--- src/pfle_pkg.sv ---
`timescale 1ns / 1ps
// Package for the prime field power block: widths, register indexes, microcode
// types and the microcode program. Used by every other file; depends on nothing.
package pfle_pkg;

   localparam int MOD_BITS   = 12;
   localparam int EXP_BITS   = 32;
   localparam int PROD_BITS  = 2 * MOD_BITS;
   localparam int DVD_BITS   = (EXP_BITS > PROD_BITS) ? EXP_BITS : PROD_BITS;
   localparam int CNT_BITS   = $clog2(DVD_BITS);
   localparam int LOG_DEPTH  = 1 << MOD_BITS;
   localparam int ANTI_AW    = MOD_BITS + 1;
   localparam int ANTI_DEPTH = 1 << ANTI_AW;
   localparam int UPC_BITS   = 5;
   localparam int CSR_AW     = 3;
   localparam int CSR_DW     = 32;

   localparam logic REG_MODULUS = 1'b0;
   localparam logic REG_ROOT    = 1'b1;

   localparam logic [MOD_BITS-1:0] MODULUS_RESET = MOD_BITS'(2);
   localparam logic [MOD_BITS-1:0] ROOT_RESET    = MOD_BITS'(1);

   typedef logic [UPC_BITS-1:0] upc_type;

   typedef enum logic [3:0] {
      OP_NOP, OP_ACCEPT, OP_PCHECK, OP_REM, OP_FIX_N, OP_CHECK_N, OP_TAKE, OP_EMIT,
      OP_BSETUP, OP_P2_A, OP_P2_B, OP_W1, OP_W2, OP_W3, OP_W4, OP_NEXT
   } op_type;

   typedef enum logic [2:0] {
      COND_NONE, COND_ALWAYS, COND_EARLY, COND_REM_MORE, COND_N_SMALL,
      COND_P_LT2, COND_P_GT2, COND_I_DONE
   } cond_type;

   typedef struct packed {
      op_type   op;
      cond_type cond;
      upc_type  target;
   } ctrl_word_type;

   typedef struct packed {
      logic fire;
      logic action;
      logic early;
      logic rem_more;
      logic n_small;
      logic p_lt2;
      logic p_gt2;
      logic i_done;
      logic out_free;
   } flags_type;

   localparam upc_type S_IDLE    = 5'd0;
   localparam upc_type S_PCHECK  = 5'd1;
   localparam upc_type S_REM_E   = 5'd2;
   localparam upc_type S_FIX_N   = 5'd3;
   localparam upc_type S_CHECK_N = 5'd4;
   localparam upc_type S_REM_P   = 5'd5;
   localparam upc_type S_ANTI_RD = 5'd6;
   localparam upc_type S_TAKE    = 5'd7;
   localparam upc_type S_EMIT    = 5'd8;
   localparam upc_type S_BSETUP  = 5'd9;
   localparam upc_type S_PSEL    = 5'd10;
   localparam upc_type S_P2_A    = 5'd11;
   localparam upc_type S_P2_B    = 5'd12;
   localparam upc_type S_LOOP    = 5'd13;
   localparam upc_type S_W1      = 5'd14;
   localparam upc_type S_W2      = 5'd15;
   localparam upc_type S_W3      = 5'd16;
   localparam upc_type S_W4      = 5'd17;
   localparam upc_type S_REM_S   = 5'd18;
   localparam upc_type S_NEXT    = 5'd19;

   // microcode ROM; for OP_ACCEPT the target is the build entry
   function automatic ctrl_word_type program_word(upc_type upc);
      ctrl_word_type w;
      unique case (upc)
         S_IDLE:    w = '{OP_ACCEPT,  COND_NONE,     S_BSETUP};
         S_PCHECK:  w = '{OP_PCHECK,  COND_EARLY,    S_EMIT};
         S_REM_E:   w = '{OP_REM,     COND_REM_MORE, S_REM_E};
         S_FIX_N:   w = '{OP_FIX_N,   COND_NONE,     S_IDLE};
         S_CHECK_N: w = '{OP_CHECK_N, COND_N_SMALL,  S_EMIT};
         S_REM_P:   w = '{OP_REM,     COND_REM_MORE, S_REM_P};
         S_ANTI_RD: w = '{OP_NOP,     COND_NONE,     S_IDLE};
         S_TAKE:    w = '{OP_TAKE,    COND_NONE,     S_IDLE};
         S_EMIT:    w = '{OP_EMIT,    COND_ALWAYS,   S_IDLE};
         S_BSETUP:  w = '{OP_BSETUP,  COND_P_LT2,    S_EMIT};
         S_PSEL:    w = '{OP_NOP,     COND_P_GT2,    S_LOOP};
         S_P2_A:    w = '{OP_P2_A,    COND_NONE,     S_IDLE};
         S_P2_B:    w = '{OP_P2_B,    COND_ALWAYS,   S_EMIT};
         S_LOOP:    w = '{OP_NOP,     COND_I_DONE,   S_EMIT};
         S_W1:      w = '{OP_W1,      COND_NONE,     S_IDLE};
         S_W2:      w = '{OP_W2,      COND_NONE,     S_IDLE};
         S_W3:      w = '{OP_W3,      COND_NONE,     S_IDLE};
         S_W4:      w = '{OP_W4,      COND_NONE,     S_IDLE};
         S_REM_S:   w = '{OP_REM,     COND_REM_MORE, S_REM_S};
         S_NEXT:    w = '{OP_NEXT,    COND_ALWAYS,   S_LOOP};
         default:   w = '{OP_NOP,     COND_ALWAYS,   S_IDLE};
      endcase
      return w;
   endfunction

endpackage

--- src/pfle_seq.sv ---
`timescale 1ns / 1ps
// Microcode sequencer: step counter, program ROM lookup and conditional jumps.
// Depends on pfle_pkg.
module pfle_seq (
   input  logic                    clock,
   input  logic                    reset,
   input  pfle_pkg::flags_type     flags,
   output pfle_pkg::ctrl_word_type ctrl
);
   import pfle_pkg::*;

   upc_type upc_ff, upc_in;
   logic    cond_true;

   always_comb begin
      ctrl = program_word(upc_ff);
   end

   always_comb begin
      unique case (ctrl.cond)
         COND_NONE:     cond_true = 1'b0;
         COND_ALWAYS:   cond_true = 1'b1;
         COND_EARLY:    cond_true = flags.early;
         COND_REM_MORE: cond_true = flags.rem_more;
         COND_N_SMALL:  cond_true = flags.n_small;
         COND_P_LT2:    cond_true = flags.p_lt2;
         COND_P_GT2:    cond_true = flags.p_gt2;
         COND_I_DONE:   cond_true = flags.i_done;
      endcase
   end

   always_comb begin
      unique case (ctrl.op)
         OP_ACCEPT: begin
            if (flags.fire) begin
               upc_in = flags.action ? (upc_ff + UPC_BITS'(1)) : ctrl.target;
            end else begin
               upc_in = upc_ff;
            end
         end
         OP_EMIT: upc_in = flags.out_free ? ctrl.target : upc_ff;
         default: upc_in = cond_true ? ctrl.target : (upc_ff + UPC_BITS'(1));
      endcase
   end

   always_ff @(posedge clock) begin
      if (reset) begin
         upc_ff <= S_IDLE;
      end else begin
         upc_ff <= upc_in;
      end
   end

endmodule

--- config.mk ---
export PLATFORM = sky130hd
export DESIGN_NAME = pfle_seq
export DESIGN_NICKNAME = d
export VERILOG_FILES = /design/src/pfle_pkg.sv /design/src/pfle_seq.sv
export SDC_FILE = /design/constraint.sdc
export NUM_CORES = 1
export LEC_CHECK = 0
export BUFFER_PORTS_ARGS = -buffer_cell sky130_fd_sc_hd__buf_2
export CAP_MARGIN = 15
export CORE_AREA = 5 5 53 78
export DETAILED_ROUTE_END_ITERATION = 7
export DIE_AREA = 0 0 58 83
export PLACE_DENSITY = 0.66
export SYNTH_ARGS = -nofsm -noshare
export SYNTH_HDL_FRONTEND = slang
export SYNTH_SLANG_ARGS = --single-unit
export TNS_END_PERCENT = 100
--- constraint.sdc ---
create_clock -name clock -period 3.7 [get_ports clock]
set_input_delay 0.555 -clock clock [delete_from_list [all_inputs] [get_ports clock]]
set_output_delay 0.555 -clock clock [all_outputs]
set_load 0.005 [all_outputs]
==> flow_metrics.env <==
export IMPL_synth_cell_types=57
export IMPL_synth_seq_area_share_pct=26.38
export IMPL_period_needed_ns=3.089
export IMPL_postSynth_asyncResetShare_pct=0
export IMPL_place_congestion=1.070
export IMPL_p_int_w=0.0008408
export IMPL_ios=23
export IMPL_drv_cap=0
export IMPL_wl_um=3699
export IMPL_fp_dieH_um=83
export IMPL_antenna_found_initial=0
export IMPL_drt_first_pass_iters=7
export IMPL_clock_skew_final_ns=0.002615
export IMPL_clkPwrFrac_pct=8.0
export IMPL_drt_iter0_drc=101
export IMPL_critPathMaxFanout=9
export IMPL_synth_top_area_share_pct=26.38
export IMPL_vias_per_cell=6.383
export IMPL_chipWidth_um=58
export IMPL_clock_latency_ns=0.25
export IMPL_leakagePower_nw=0.6046
export IMPL_synth_commonest_cells="dfxtp_1, nor2_1, nand2_1, inv_1, o21ai_0"
export IMPL_synth_simple_gate_area_share_pct=27.26
export IMPL_fillers=334
export IMPL_htreeDepth=1
export IMPL_synth_compound_area_share_pct=29.68
export IMPL_gr_total_overflow=0
export IMPL_critPathArrivalTime_ns=3.23
export IMPL_postCtsSetupRepairBufs=0
export IMPL_status="finished, final reports clean"
export IMPL_swShare_pct=49.93
export IMPL_yosys_area_top_type="dfxtp_1"
export IMPL_fin_setup_tns_ns=0
export IMPL_cts_tree="yes"
export IMPL_synth_area_leaders="dfxtp_1, ha_1, mux2_2"
export IMPL_reg2reg_depth=11
export IMPL_min_path_type="primary input to register"
export IMPL_setup_viol=0
export IMPL_rows=26
export IMPL_cts_num_sinks=17
export IMPL_via_count=1366
export IMPL_grt_pass1_vias=1304
export IMPL_drive_gt1_share_pct=29.65
export IMPL_syn_instance_count=148
export IMPL_syn_avg_cell_area_um2=8.716
export IMPL_synthFlopType="dfxtp_1"
export IMPL_drc=0
export IMPL_die_area_mm2=0.004814
export IMPL_netlist_area_mm2=0.001290
export IMPL_multi_input_area_um2=900.9
export IMPL_rsz0062_at_grt="false"
export IMPL_grt_use_total_pct=15.79
export IMPL_whs_ns=0.6209
export IMPL_cts_clk_slew_worst_paths_ns=0.06
export IMPL_power_frac_comb_pct=72.0
export IMPL_place_area_mm2=0.001441
export IMPL_dp_final_hpwl_um=2960
export IMPL_wl_per_cell_um=17.29
export IMPL_period_share_pct=83.49
export IMPL_syn_num_nets=164
export IMPL_max_slew_margin_pct=42.06
export IMPL_cts_buffer_depth=2
export IMPL_p_switching_w=0.0008385
export IMPL_nets=189
export IMPL_numCtsBuffers=3
export IMPL_synth_edf_count=0
export IMPL_grt_pass1_wl_um=6127
export IMPL_portBuffers=22
export IMPL_peakVddDrop_v=0.0004942
export IMPL_coreArea_mm2=0.003383
export IMPL_post_cts_resized=0
export IMPL_synthXorXnorAreaFrac_pct=1.358
export IMPL_worstSetupPathType="register to register"
export IMPL_start_util_pct=38.13
export IMPL_cp_start_kind="register"
export IMPL_postLayoutCellArea_mm2=0.001486
export IMPL_worst_slew_pin_slew_ns=0.8653
export IMPL_yosysMostFrequentCell="dfxtp_1"
export IMPL_power_frac_seq_pct=20.0
export IMPL_slew_violations=0
export IMPL_ys_warn_count=0
export IMPL_cts_root_buf="clkbuf_8"
export IMPL_ys_ff_latch=17
export IMPL_power_density_mw_per_mm2=1130
export IMPL_ant_nets=0
export IMPL_hold_viol_final=0
export IMPL_area_growth_pct=15.23
export IMPL_synth_adder_area_share_pct=4.850
export IMPL_worst_ep_required_time_ns=3.84
export IMPL_cts_hold_buffers=0
export IMPL_grt_max_degree=12
export IMPL_hold_depth=2
export IMPL_n_antenna_cell=0
export IMPL_synthMuxAreaShare_pct=6.693
export IMPL_critPathCaptureType="register"
export IMPL_fmax_ghz=0.3237
export IMPL_final_seq_area_um2=340.3
export IMPL_synth_top_family_by_area="compound AO/OA/AOI/OAI gates"
[cells by family (layout without fill, tap and decap cells)]
| group | Yosys count | count (layout) |
|---|---|---|
| compound gates | 48 | 48 |
| xor+xnor | 2 | 2 |
| fa+ha+maj | 5 | 5 |
| buf+inv | 11 | 35 |
| flops | 17 | 17 |
| mux | 8 | 8 |
| simple gates | 57 | 57 |
[layout make-up]
type	instances	area share [%]
tap	42	3.535
clock buffer	4	3.030
timing repair buffer	23	7.912
sequential	17	22.90
multi-input combinational	120	60.61
inverter	8	2.020
[cells in the final DEF, fill, tap and decap left out, types with 4 or more instances in the layout]
| cell type | n |
|---|---|
| o211ai_1 | 4 |
| ha_1 | 5 |
| nand3_1 | 5 |
| buf_2 | 22 |
| nand2_1 | 8 |
| inv_1 | 7 |
| a21oi_1 | 6 |
| dfxtp_1 | 17 |
| o21ai_0 | 7 |
| nor2_1 | 12 |
| mux2_2 | 4 |
| nand4_1 | 6 |
[path summary, 6_finish.rpt]
path	from	to	slack, ns
worst min-delay path	reset	upc_ff[0]	0.62
worst max-delay path	ctrl[6]	ctrl[5]	0.61
worst max register to register	ctrl[6]	ctrl[5]	0.61
worst min register to register	upc_ff[0]	upc_ff[0]	0.70
[state kept, by name, indices dropped and copies added, names as in the netlist]
name	flops
ctrl	12
upc_ff	5
[layer usage]
metal,up-vias,GRT usage (%),share of wire (%)
li1,622,-,-
met1,655,16.76,36
met2,78,29.84,57
met3,11,0.3106,4.8
met4,0,8.650,2.8
met5,-,0,0
[power by group through the flow]
stage / logic, W / registers [W] / clock network, W
5_1_grt: 0.00131 / 0.000345 / 0.000144
4_1_cts: 0.00118 / 0.000333 / 0.000136
2_1_floorplan: 0.000894 / 0.000324 / 0
3_3_place_gp: 0.00115 / 0.000331 / 0
3_5_place_dp: 0.00117 / 0.000337 / 0
6_report: 0.00121 / 0.000336 / 0.000134
[worst max-delay path, stage by stage, from the launching register on]
cell      delay [ns]
dfxtp_1         0.41
mux2_1          0.36
o211ai_2        0.35
a31oi_2         0.20
mux2i_1         0.17
o21ai_0         0.17
nor2_1          0.27
inv_1           0.14
ha_1            0.27
o21ai_0         0.16
nor2_1          0.11
o32a_1          0.36
[metrics by stage]
stage               setup WS, ns  cells  util, %  total power [W]
CTS                       0.6655    214    43.93         0.001645
floorplan                 0.7976    148        -         0.001218
global placement          0.5474    210    42.60         0.001477
detailed placement        0.4652    210    42.60         0.001506
global route              0.3809    214    43.93         0.001798
finish                    0.6109    214    43.93         0.001679
Note: power is estimated with default switching activity, not from simulation.
